`src/rtl/core/cfr_pkg.sv`:
```
package cfr_pkg;

    // Frame store depth, in bytes
    localparam int BUF_LENGTH = 64;
    localparam int ADDR_W     = $clog2(BUF_LENGTH);
    // Store write position; wide enough to hold BUF_LENGTH itself
    localparam int CNT_W      = $clog2(BUF_LENGTH + 1);
    // Longest length byte accepted before the body starts
    localparam int LEN_MAX    = BUF_LENGTH - 2;

    localparam int BYTE_W     = 8;
    localparam int LEN_W      = 8;
    localparam int OUT_LEN_W  = 6;
    localparam int HDR_FIELDS = 6;
    // Frame position of the first header field and of the first payload byte
    localparam int FLD_BASE   = 2;
    localparam int PAY_BASE   = 8;

    localparam logic [BYTE_W-1:0] HEADER_RESET = 8'd250;

    typedef struct packed {
        logic start;       // header seen while hunting
        logic relen;       // repeated header in place of the length
        logic take_len;    // length byte
        logic take_body;   // body byte
        logic clear;       // drop or end frame, reset counters
        logic start_emit;  // checksum good, latch payload length
        logic rd;          // read the next payload byte
        logic put;         // load the output register
        logic next;        // advance the payload index
    } t_cmd;

    typedef struct packed {
        logic hdr_hit;
        logic len_bad;
        logic rem_zero;
        logic full_next;
        logic sum_ok;
        logic last;
        logic out_space;
    } t_sts;

endpackage

```
`src/rtl/core/cfr_ram.sv`:
```
module cfr_ram #(
    parameter int WIDTH = 8,
    parameter int DEPTH = 64
) (
    input  logic                     i_clk,
    input  logic                     i_we,
    input  logic [$clog2(DEPTH)-1:0] i_waddr,
    input  logic [WIDTH-1:0]         i_wdata,
    input  logic                     i_re,
    input  logic [$clog2(DEPTH)-1:0] i_raddr,
    output logic [WIDTH-1:0]         o_rdata
);

    logic [WIDTH-1:0] r_mem [DEPTH];
    logic [WIDTH-1:0] r_rdata;

    always_ff @(posedge i_clk) begin
        if (i_we) begin
            r_mem[i_waddr] <= i_wdata;
        end
        if (i_re) begin
            r_rdata <= r_mem[i_raddr];
        end
    end

    assign o_rdata = r_rdata;

endmodule

```
`src/rtl/core/cfr_ctrl.sv`:
```
module cfr_ctrl (
    input  logic          i_clk,
    input  logic          i_rst_n,
    input  logic          i_valid,
    output logic          o_stall,
    input  cfr_pkg::t_sts i_sts,
    output cfr_pkg::t_cmd o_cmd
);

    typedef enum logic [4:0] {
        S_HUNT = 5'b00001,
        S_LEN  = 5'b00010,
        S_BODY = 5'b00100,
        S_RD   = 5'b01000,
        S_PUT  = 5'b10000
    } t_state;

    t_state r_state;
    t_state n_state;
    logic   acc;

    assign o_stall = !((r_state == S_HUNT) || (r_state == S_LEN) || (r_state == S_BODY));
    assign acc     = i_valid && !o_stall;

    always_comb begin
        n_state = r_state;
        o_cmd   = '0;
        unique case (r_state)
            S_HUNT: begin
                if (acc && i_sts.hdr_hit) begin
                    o_cmd.start = 1'b1;
                    n_state     = S_LEN;
                end
            end
            S_LEN: begin
                if (acc) begin
                    if (i_sts.hdr_hit) begin
                        o_cmd.relen = 1'b1;
                    end else if (i_sts.len_bad) begin
                        o_cmd.clear = 1'b1;
                        n_state     = S_HUNT;
                    end else begin
                        o_cmd.take_len = 1'b1;
                        n_state        = S_BODY;
                    end
                end
            end
            S_BODY: begin
                if (acc) begin
                    if (!i_sts.rem_zero) begin
                        o_cmd.take_body = 1'b1;
                        if (i_sts.full_next) begin
                            o_cmd.clear = 1'b1;
                            n_state     = S_HUNT;
                        end
                    end else if (i_sts.sum_ok) begin
                        o_cmd.start_emit = 1'b1;
                        o_cmd.clear      = 1'b1;
                        n_state          = S_RD;
                    end else begin
                        o_cmd.clear = 1'b1;
                        n_state     = S_HUNT;
                    end
                end
            end
            S_RD: begin
                o_cmd.rd = 1'b1;
                n_state  = S_PUT;
            end
            S_PUT: begin
                if (i_sts.out_space) begin
                    o_cmd.put = 1'b1;
                    if (i_sts.last) begin
                        n_state = S_HUNT;
                    end else begin
                        o_cmd.next = 1'b1;
                        n_state    = S_RD;
                    end
                end
            end
            default: begin
                n_state = S_HUNT;
            end
        endcase
    end

    always_ff @(posedge i_clk) begin
        if (!i_rst_n) begin
            r_state <= S_HUNT;
        end else begin
            r_state <= n_state;
        end
    end

    a_rd_then_put: assert property (@(posedge i_clk) disable iff (!i_rst_n)
        (r_state == S_RD) |=> (r_state == S_PUT))
        else $error("payload read not followed by output load");

    a_emit_needs_sum: assert property (@(posedge i_clk) disable iff (!i_rst_n)
        o_cmd.start_emit |-> (i_sts.sum_ok && i_sts.rem_zero))
        else $error("payload emitted without a good checksum");

    a_put_needs_space: assert property (@(posedge i_clk) disable iff (!i_rst_n)
        o_cmd.put |-> i_sts.out_space)
        else $error("output register overwritten while held");

    a_no_take_in_emit: assert property (@(posedge i_clk) disable iff (!i_rst_n)
        (r_state == S_PUT) |=> (o_cmd.take_body == 1'b0 && o_cmd.take_len == 1'b0))
        else $error("body byte taken during payload run");

endmodule

```
`src/rtl/core/cfr_dpath.sv`:
```
module cfr_dpath (
    input  logic                              i_clk,
    input  logic                              i_rst_n,
    input  logic                              i_cfg_we,
    input  logic [cfr_pkg::BYTE_W-1:0]        i_cfg_data,
    input  logic [cfr_pkg::BYTE_W-1:0]        i_rx_byte,
    input  cfr_pkg::t_cmd                     i_cmd,
    output cfr_pkg::t_sts                     o_sts,
    input  logic                              i_out_stall,
    output logic                              o_out_valid,
    output logic [cfr_pkg::BYTE_W-1:0]        o_source_addr,
    output logic [cfr_pkg::BYTE_W-1:0]        o_dest_addr,
    output logic [cfr_pkg::BYTE_W-1:0]        o_sequence_res,
    output logic [cfr_pkg::BYTE_W-1:0]        o_reserved_byte,
    output logic [cfr_pkg::BYTE_W-1:0]        o_command_id,
    output logic [cfr_pkg::BYTE_W-1:0]        o_ack_byte,
    output logic [cfr_pkg::OUT_LEN_W-1:0]     o_payload_length,
    output logic [cfr_pkg::OUT_LEN_W-1:0]     o_payload_index,
    output logic [cfr_pkg::BYTE_W-1:0]        o_payload_byte,
    output logic                              o_last
);

    logic [cfr_pkg::BYTE_W-1:0] r_hdr;
    logic [cfr_pkg::BYTE_W-1:0] r_first;
    logic [cfr_pkg::BYTE_W-1:0] r_fld [cfr_pkg::HDR_FIELDS];
    logic [cfr_pkg::CNT_W-1:0]  r_wi;
    logic [cfr_pkg::BYTE_W-1:0] r_sum;
    logic [cfr_pkg::LEN_W-1:0]  r_rem;
    logic [cfr_pkg::LEN_W-1:0]  r_len;
    logic [cfr_pkg::LEN_W-1:0]  r_idx;
    logic                       r_out_valid;

    logic [cfr_pkg::BYTE_W-1:0]    r_o_fld [cfr_pkg::HDR_FIELDS];
    logic [cfr_pkg::OUT_LEN_W-1:0] r_o_len;
    logic [cfr_pkg::OUT_LEN_W-1:0] r_o_idx;
    logic [cfr_pkg::BYTE_W-1:0]    r_o_byte;
    logic                          r_o_last;

    logic [cfr_pkg::BYTE_W-1:0]   ram_rdata;
    logic [cfr_pkg::ADDR_W:0]     rd_sum;
    logic [cfr_pkg::ADDR_W-1:0]   rd_addr;

    assign rd_sum  = (cfr_pkg::ADDR_W + 1)'(r_idx) + (cfr_pkg::ADDR_W + 1)'(cfr_pkg::PAY_BASE);
    assign rd_addr = rd_sum[cfr_pkg::ADDR_W-1:0];

    cfr_ram #(
        .WIDTH (cfr_pkg::BYTE_W),
        .DEPTH (cfr_pkg::BUF_LENGTH)
    ) u_store (
        .i_clk   (i_clk),
        .i_we    (i_cmd.take_body),
        .i_waddr (r_wi[cfr_pkg::ADDR_W-1:0]),
        .i_wdata (i_rx_byte),
        .i_re    (i_cmd.rd),
        .i_raddr (rd_addr),
        .o_rdata (ram_rdata)
    );

    always_comb begin
        o_sts.hdr_hit   = (i_rx_byte == r_hdr);
        o_sts.len_bad   = (i_rx_byte == '0) ||
                          ({1'b0, i_rx_byte} > 9'(cfr_pkg::LEN_MAX));
        o_sts.rem_zero  = (r_rem == '0);
        o_sts.full_next = (r_wi == cfr_pkg::CNT_W'(cfr_pkg::BUF_LENGTH - 1));
        o_sts.sum_ok    = (r_wi > cfr_pkg::CNT_W'(cfr_pkg::PAY_BASE - 1)) &&
                          (r_sum == i_rx_byte);
        o_sts.last      = (r_len == '0) || (r_idx == r_len - cfr_pkg::LEN_W'(1));
        o_sts.out_space = !r_out_valid || !i_out_stall;
    end

    // Control state
    always_ff @(posedge i_clk) begin
        if (!i_rst_n) begin
            r_hdr       <= cfr_pkg::HEADER_RESET;
            r_wi        <= '0;
            r_sum       <= '0;
            r_rem       <= '0;
            r_out_valid <= 1'b0;
        end else begin
            if (i_cfg_we) begin
                r_hdr <= i_cfg_data;
            end
            priority if (i_cmd.clear) begin
                r_wi  <= '0;
                r_sum <= '0;
                r_rem <= '0;
            end else if (i_cmd.start) begin
                r_wi  <= cfr_pkg::CNT_W'(1);
                r_sum <= i_rx_byte;
            end else if (i_cmd.relen) begin
                r_wi  <= cfr_pkg::CNT_W'(1);
                r_sum <= r_first;
            end else if (i_cmd.take_len) begin
                r_wi  <= cfr_pkg::CNT_W'(2);
                r_sum <= r_sum + i_rx_byte;
                r_rem <= i_rx_byte;
            end else if (i_cmd.take_body) begin
                r_wi  <= r_wi + cfr_pkg::CNT_W'(1);
                r_sum <= r_sum + i_rx_byte;
                r_rem <= r_rem - cfr_pkg::LEN_W'(1);
            end else begin
                // Hold between frame events
                r_wi  <= r_wi;
                r_sum <= r_sum;
                r_rem <= r_rem;
            end
            if (i_cmd.put) begin
                r_out_valid <= 1'b1;
            end else if (!i_out_stall) begin
                r_out_valid <= 1'b0;
            end
        end
    end

    // Payload
    always_ff @(posedge i_clk) begin
        if (i_cmd.start) begin
            r_first <= i_rx_byte;
        end
        if (i_cmd.take_body) begin
            for (int k = 0; k < cfr_pkg::HDR_FIELDS; k++) begin
                if (r_wi == cfr_pkg::CNT_W'(k + cfr_pkg::FLD_BASE)) begin
                    r_fld[k] <= i_rx_byte;
                end
            end
        end
        if (i_cmd.start_emit) begin
            r_len <= cfr_pkg::LEN_W'(r_wi - cfr_pkg::CNT_W'(cfr_pkg::PAY_BASE));
            r_idx <= '0;
        end else if (i_cmd.next) begin
            r_idx <= r_idx + cfr_pkg::LEN_W'(1);
        end
        if (i_cmd.put) begin
            r_o_fld  <= r_fld;
            r_o_len  <= r_len[cfr_pkg::OUT_LEN_W-1:0];
            r_o_idx  <= r_idx[cfr_pkg::OUT_LEN_W-1:0];
            r_o_byte <= (r_len == '0) ? '0 : ram_rdata;
            r_o_last <= o_sts.last;
        end
    end

    assign o_out_valid      = r_out_valid;
    assign o_source_addr    = r_o_fld[0];
    assign o_dest_addr      = r_o_fld[1];
    assign o_sequence_res   = r_o_fld[2];
    assign o_reserved_byte  = r_o_fld[3];
    assign o_command_id     = r_o_fld[4];
    assign o_ack_byte       = r_o_fld[5];
    assign o_payload_length = r_o_len;
    assign o_payload_index  = r_o_idx;
    assign o_payload_byte   = r_o_byte;
    assign o_last           = r_o_last;

endmodule

```
`src/rtl/core/checksummed_frame_receiver.sv`:
```
// The first result of a frame follows its checksum byte through a store read, then an output load.
// One received byte per cycle while parsing; during the payload run each result takes
// a store read, then an output load that waits while the output stalls; input stalled for the run.
// The run length is the payload length (a single result for an empty payload).
// Reset (i_rst_n, synchronous, active low): hunt for header, header register back to 250;
// the frame store is not cleared, so there is no startup sweep.
module checksummed_frame_receiver (
    input  logic                              i_clk,
    input  logic                              i_rst_n,
    // Configuration write: header byte
    input  logic                              i_cfg_valid,
    output logic                              o_cfg_ready,
    input  logic [cfr_pkg::BYTE_W-1:0]        i_cfg_data,
    // Received bytes
    input  logic                              i_valid,
    output logic                              o_stall,
    input  logic [cfr_pkg::BYTE_W-1:0]        i_rx_byte,
    // Decoded payload bytes
    output logic                              o_valid,
    input  logic                              i_stall,
    output logic [cfr_pkg::BYTE_W-1:0]        o_source_addr,
    output logic [cfr_pkg::BYTE_W-1:0]        o_dest_addr,
    output logic [cfr_pkg::BYTE_W-1:0]        o_sequence_res,
    output logic [cfr_pkg::BYTE_W-1:0]        o_reserved_byte,
    output logic [cfr_pkg::BYTE_W-1:0]        o_command_id,
    output logic [cfr_pkg::BYTE_W-1:0]        o_ack_byte,
    output logic [cfr_pkg::OUT_LEN_W-1:0]     o_payload_length,
    output logic [cfr_pkg::OUT_LEN_W-1:0]     o_payload_index,
    output logic [cfr_pkg::BYTE_W-1:0]        o_payload_byte,
    output logic                              o_last
);

    // The frame format is: header, length L, L body bytes, checksum.
    // The checksum covers header, length and body, modulo 256. Body bytes 0..5
    // are the fixed header fields (kept in registers); the rest is payload,
    // kept in the frame store and replayed one transaction per byte.

    cfr_pkg::t_cmd cmd;
    cfr_pkg::t_sts sts;

    // Always accepted; the user must write configuration only between frames (unenforced).
    assign o_cfg_ready = 1'b1;

    // Controller: parse phase and payload replay sequencing
    cfr_ctrl u_ctrl (
        .i_clk   (i_clk),
        .i_rst_n (i_rst_n),
        .i_valid (i_valid),
        .o_stall (o_stall),
        .i_sts   (sts),
        .o_cmd   (cmd)
    );

    // Datapath: header compare, running sum, frame store, output register.
    // The output register decouples the two sides, so the parser is back to
    // hunting while the last result of a frame still waits downstream.
    cfr_dpath u_dpath (
        .i_clk            (i_clk),
        .i_rst_n          (i_rst_n),
        .i_cfg_we         (i_cfg_valid),
        .i_cfg_data       (i_cfg_data),
        .i_rx_byte        (i_rx_byte),
        .i_cmd            (cmd),
        .o_sts            (sts),
        .i_out_stall      (i_stall),
        .o_out_valid      (o_valid),
        .o_source_addr    (o_source_addr),
        .o_dest_addr      (o_dest_addr),
        .o_sequence_res   (o_sequence_res),
        .o_reserved_byte  (o_reserved_byte),
        .o_command_id     (o_command_id),
        .o_ack_byte       (o_ack_byte),
        .o_payload_length (o_payload_length),
        .o_payload_index  (o_payload_index),
        .o_payload_byte   (o_payload_byte),
        .o_last           (o_last)
    );

endmodule
```
`config.mk`:
```
export PLATFORM = sky130hd
export DESIGN_NAME = checksummed_frame_receiver
export DESIGN_NICKNAME = d
export VERILOG_FILES = /design/src/rtl/core/cfr_pkg.sv /design/src/rtl/core/cfr_ram.sv /design/src/rtl/core/cfr_ctrl.sv /design/src/rtl/core/cfr_dpath.sv /design/src/rtl/core/checksummed_frame_receiver.sv
export SDC_FILE = /design/constraint.sdc
export NUM_CORES = 1
export LEC_CHECK = 0
export BUFFER_PORTS_ARGS = -buffer_cell sky130_fd_sc_hd__buf_2
export CAP_MARGIN = 10
export CORE_MARGIN = 2
export CORE_UTILIZATION = 30
export DETAILED_ROUTE_END_ITERATION = 10
export SLEW_MARGIN = 20
export SYNTH_ARGS = -nofsm -noshare
export SYNTH_HDL_FRONTEND = slang
export SYNTH_SLANG_ARGS = --single-unit
export TNS_END_PERCENT = 100
```
`constraint.sdc`:
```
create_clock -name i_clk -period 4.5 [get_ports i_clk]
set_input_delay 0.45 -clock i_clk [delete_from_list [all_inputs] [get_ports i_clk]]
set_output_delay 0.45 -clock i_clk [all_outputs]
set_load 0.01 [all_outputs]
```
---- Word level (Yosys, flattened, before mapping) ----
Memory sizes are Yosys's and may differ from the RTL's. A register that Yosys moved wholly into a read port is not among the register bits.
Cells that the tools add are included.
word-level totals
  register bits ........................... 178
  RAM bits ................................ 512
  bits of input ports ..................... 21
  output and inout port bits .............. 72
  memories ................................ 1
operators by class
  add/sub/neg operators ................... 7
  order comparisons ....................... 2
  equality and inequality tests ........... 22
  mux-type cells .......................... 48
  bitwise operators ....................... 3
  reduce and logical (&&, ||, !) cells .... 27
memories
  name                   words  bits a word  rd ports  clocked after memory_dff  write ports  RTL line       source
  u_dpath.u_store.r_mem  64     8            1         1                         1            cfr_ram.sv:14  logic [WIDTH-1:0] r_mem [DEPTH];
operators with widths
  kind                                                 count
  two-way mux 8 bit                                    6
  two-way mux 5 bit                                    7
  equality test 7 x 3 -> 1 bit, second input constant  4
  case mux 5 bit (5 select lines)                      1
  equality test 8 bit                                  3
  logical NOT 8 bit                                    3
  two-way mux 1 bit                                    23
  subtractor 8 x 1 -> 8 bit, second input constant     2
  equality test 7 x 2 -> 1 bit, second input constant  2
  two-way mux 2 bit                                    6
  AND reduction 2 bit                                  6
  adder 8 x 1 -> 8 bit, second input constant          1
  adder 8 bit                                          1
  > comparator 8 x 6 -> 1 bit, second input constant   1
  two-way mux 4 bit                                    2
  subtractor 7 x 4 -> 8 bit, second input constant     1
  adder 7 x 1 -> 7 bit, second input constant          1
  equality test 7 x 6 -> 1 bit, second input constant  1
  > comparator 7 x 3 -> 1 bit, second input constant   1
  adder 6 x 4 -> 6 bit, second input constant          1
  two-way mux 3 bit                                    2
  != test 2 x 1 -> 1 bit, second input constant        3
  != test 2 bit, second input constant                 3
  AND reduction 6 bit                                  1
  other kinds (17)                                     27

---- Longest topological paths before layout ----
  word-level depth ........................ 10
  mapped depth ............................ 10
  gate-level depth less buffers ........... 10

---- Cells and area by module ----
From an unflattened synthesis, not the netlist that was laid out.
second synthesis, totals
  cells, all modules ...................... 1522
  area, all modules ....................... 27725.3 µm²
modules (own cells, without submodules)
  module                      times used  cells an instance  area an instance (µm²)  sequential area each (µm²)
  cfr_ram                     1           940                20246.9                 15615.0
  cfr_dpath                   1           511                6939.2                  4794.6
  cfr_ctrl                    1           69                 528.0                   100.1
  checksummed_frame_receiver  1           2                  11.3                    0.0

---- Least setup slack after synthesis ----
No wires, ideal clock.
  path type ............................... register to register
  start point ............................. register u_ctrl.r_state[2]
  end point ............................... register u_dpath.r_o_fld (netlist bit u_dpath.o_ack_byte[0]), enable pin
  setup time .............................. 0.519 ns
  arrival time ............................ 4.147 ns
  data required time ...................... 3.981 ns
  setup slack ............................. -0.165 ns
  stages on the path, launching flop included .. 4
  buffers on the path ..................... 0
  clock period less this slack ............ 4.665 ns
  path through ............................ dfxtp_1 -> nor2_1 -> nand3_1 -> a21oi_1
RTL lines
  item                      RTL line          source
  start: declaration        cfr_ctrl.sv:18    t_state r_state;
  start signal: assignment  cfr_ctrl.sv:91    r_state <= n_state;
  end signal: assignment    cfr_dpath.sv:134  r_o_fld <= r_fld;
  end: declaration          cfr_dpath.sv:33   logic [cfr_pkg::BYTE_W-1:0] r_o_fld [cfr_pkg::HDR_FIELDS];

---- Worst setup path in the final report ----
  start point ............................. register u_ctrl.r_state[4]
  end point ............................... memory u_dpath.u_store.r_mem[35][5], enable pin
between the ends
  word-level cells in the longest chain between the ends .. 8
  elaborated cells between the ends (all ways) .. 10
  classes of those cells .................. eq/ne: 3; mux: 4; reduce/logical: 3
ends and longest elaborated chain
  item                                                                          RTL line        source
  equality test 5 x 1 -> 1 bit or equality test 5 x 2 -> 1 bit (tied branches)  cfr_ctrl.sv:22  assign o_stall = !((r_state == S_HUNT) || (r_state == S_LEN) || (r_state == S_BODY));
  logical OR 1 bit (2 in series)                                                cfr_ctrl.sv:22
  logical AND 1 bit                                                             cfr_ctrl.sv:23  assign acc = i_valid && !o_stall;
  two-way mux 3 bit                                                             cfr_ctrl.sv:49  if (acc) begin
  two-way mux 1 bit (*)                                                         cfr_ctrl.sv:28  unique case (r_state)
  two-way mux 1 bit (*)                                                         cfr_ram.sv:18   if (i_we) begin
  two-way mux 1 bit (not written as such) (*)                                   cfr_ram.sv:19   r_mem[i_waddr] <= i_wdata;
  end: declaration                                                              cfr_ram.sv:14
Every way passes the cells marked *; elsewhere a longest branch is shown, timed or not.

==> impl_metrics.yaml <==
status:
  outcome: "complete, no violations"
place:
  post-place-ws_ns: 1.05
  hpwl_um: 39400
  portBuffers: 91
  place_congestion: 0.809
power:
  powerDensity_mw_per_mm2: 407
  leakage_nw: 9.77
  vdd_drop_max_uv: 228
route:
  routed_wl_um: 62900
  wire_per_inst_um: 22.7
  routed-via-count: 13400
  drc: 0
  viasPerCell: 4.83
  ant_nets: 0
  drt_iter0_drc: 1197
  first_pass_iters: 5
critical_path:
  cp-start-kind: "flop"
  arrival_ns: 3.72
  crit_type: "reg2reg"
  cp-end-kind: "flop"
  r2r_end: "u_dpath.u_store.r_mem[35][5]"
  path_cells: "nor3_1 > nand3_1 > or2_2 > nor2_1 > nand3_1 > nor2_1"
  crit_path_max_incr_delay_ns: 0.82
  slowest_stage: "nor2_1"
  r2r_start: "u_ctrl.r_state[4]"
  worstSetupStartpoint: "u_ctrl.r_state[4]"
  critPathCapture: "u_dpath.u_store.r_mem[35][5]"
  required_ns: 4.72
  rrSetupSlack_ns: 1.01
  reg2reg_depth: 6
  path_max_fanout: 8
sta:
  tightest_slew_ns: 0.929
  slew_violations: 0
  fin_ws_ns: 1.01
  setup_tns_ns: 0
  fmax_ghz: 0.286
  fin_crit_ns: 3.49
  hold_violations: 0
  fin_crit_sh: 0.776
  grt_setup_unrepaired: "no"
  relSlewSlack: 0.381
  fin_worst_skew_ns: 0.0220
  setup_violations: 0
clock_tree:
  cts_made_buffers: 69
  cts_sinks: 698
  clockBufferDepth: 3
  cts_setup_buffers: 0
  postCtsHoldBufs: 0
  worstSkewPairLatency_ns: 0.61
  clockRootBuffer: "clkbuf_16"
  cts.clk_slew.worst_paths_ns: 0.06
  cts_tree: "done"
  post_cts_resized: 0
  cts_max_level: 3
logic_synthesis:
  synth_top_cells_by_area: "edfxtp_1, mux4_2, dfxtp_1"
  postSynthCellCount: 1369
  synth_edf_count: 653
  ys_types: 58
  synth_top_area_share: 0.721
  yosys.area.top_type: "edfxtp_1"
  ys_top_cells_by_count: "edfxtp_1, mux4_2, nor2_1"
  yosysMostFrequentCell: "edfxtp_1"
  avgSynthCellArea_um2: 19.9
  synth_top_flop_cell: "edfxtp_1"
  ys_seq_area_frac: 0.754
  synth-seq-cells: 698
  synth_fp_nets: 1410
  ys_warn_count: 0
  async_flop_share: 0
  syn_area_mm2: 0.0272
grt:
  gr-total-overflow: 0
  grt_use_total: 0.136
  grt_max_degree: 76
  grt_pass1_wl_um: 93300
  antenna_found_initial: 2
  grt_pass1_vias: 13800
floorplan:
  num_rows: 110
  initial_core_util: 0.302
  core-area_mm2: 0.0899
  design.die.area_mm2: 0.0930
  pin_count: 93
  dieWidth_um: 305
  die_h_um: 305
layout:
  fin_nets: 1573
  areaGrowthSynthToFinish_pct: 16.1
  drive_gt1_frac: 0.273
hold_path:
  hp-class: "in2reg"
job:
  maxCapViolations: 0
state kept, by name, indices dropped and copies added (netlist names):
| name | cells |
|---|---|
| u_dpath.o_command_id | 8 |
| u_dpath.r_hdr | 8 |
| u_dpath.u_store.o_rdata | 8 |
| u_dpath.o_reserved_byte | 8 |
| u_dpath.r_idx | 8 |
| u_dpath.r_len | 8 |
| u_dpath.o_ack_byte | 8 |
| u_dpath.r_fld | 48 |
| u_dpath.o_payload_length | 6 |
| u_dpath.r_rem | 8 |
| u_dpath.o_source_addr | 8 |
| u_dpath.u_store.r_mem | 512 |
| u_dpath.o_payload_byte | 8 |
| u_dpath.o_out_valid | 1 |
| u_dpath.r_first | 8 |
| u_dpath.r_sum | 8 |
| u_dpath.r_wi | 7 |
| u_dpath.o_dest_addr | 8 |
| u_ctrl.r_state | 5 |
| u_dpath.o_sequence_res | 8 |
| u_dpath.o_payload_index | 6 |
| u_dpath.o_last | 1 |
report_power, final:
| group | total, mW | internal (mW) | switching (mW) |
|---|---|---|---|
| Clock | 5.55 | 3.17 | 2.38 |
| Sequential | 7.09 | 7.08 | 0.00853 |
| Combinational | 0.211 | 0.0462 | 0.165 |
worst max-delay path, delay by kind of cell, from the launching register on:
kind             cells  cell delay [ns]
AND/OR/NAND/NOR      6             2.74
flip-flops           1             0.37
stage by stage:
step / cells / utilization / power [mW] / hold WS, ns / instance area, µm²
after floorplan: 1369 / - / 7.29 / 0.400 / 27200
after global placement: 2637 / 0.327 / 7.43 / 0.404 / 29400
after detailed placement: 2637 / 0.327 / 7.44 / 0.405 / 29400
after CTS: 2762 / 0.351 / 13.0 / 0.0374 / 31600
after global routing: 2763 / 0.351 / 13.3 / 0.0669 / 31600
final: 2763 / 0.351 / 12.9 / 0.0721 / 31600
kinds of logic (layout without fill, tap and decap cells):
| kind of cell | after synthesis | after routing | share of synthesized area |
|---|---|---|---|
| AND/OR/NAND/NOR | 270 | 270 | 0.0479 |
| multiplexers | 180 | 180 | 0.144 |
| adder cells (fa/ha/maj) | 20 | 20 | 0.00948 |
| AO/OA/AOI/OAI | 82 | 82 | 0.0201 |
| flip-flops | 698 | 698 | 0.754 |
| other | 1 | 2 | 0.000138 |
| XOR/XNOR | 39 | 39 | 0.0126 |
| buffers and inverters | 79 | 296 | 0.0119 |
metal layers:
metal,vias to the layer above,global-route usage,part of all wire
met5,-,0,0
met4,0,0.0507,0.029
met3,82,0.0244,0.056
met2,420,0.226,0.49
met1,6987,0.178,0.42
li1,5869,-,-
worst min-delay path by stage:
stage	start	end	slack, ns	depth (start not counted)
2_1_floorplan	u_dpath.r_fld[0]	u_dpath.o_ack_byte[0]	0.40	0
3_3_place_gp	u_dpath.r_fld[28]	u_dpath.o_sequence_res[4]	0.40	0
3_5_place_dp	u_dpath.r_fld[14]	u_dpath.o_command_id[6]	0.40	0
4_1_cts	i_cfg_data[7]	u_dpath.r_hdr[7]	0.04	3
5_1_grt	i_cfg_data[3]	u_dpath.r_hdr[3]	0.07	3
6_report	i_cfg_data[7]	u_dpath.r_hdr[7]	0.07	3
placed cells by master (no fill, tap or decap), drive strengths merged, types with 14 or more instances in the layout:
cell type  synthesis  final
edfxtp           653    653
mux4             168    168
buf               30    150
nor2             120    120
clkbuf            28     82
dfxtp             45     45
nand2             36     36
clkinv             1     33
xnor2             25     25
o21ai             23     23
inv               20     23
nand3             20     20
ha                19     19
a21oi             17     17
and2              15     15
xor2              14     14
final cells by class:
class / count / area, µm²
inverter: 21 / 78.8
tap: 1176 / 1470
timing repair buffer: 150 / 951
multi-input combinational: 592 / 6360
clock inverter: 43 / 364
antenna: 1 / 2.50
sequential: 698 / 20500
clock buffer: 82 / 1810
fill: 8273 / 58300
Note: power is estimated with default switching activity, not from simulation.
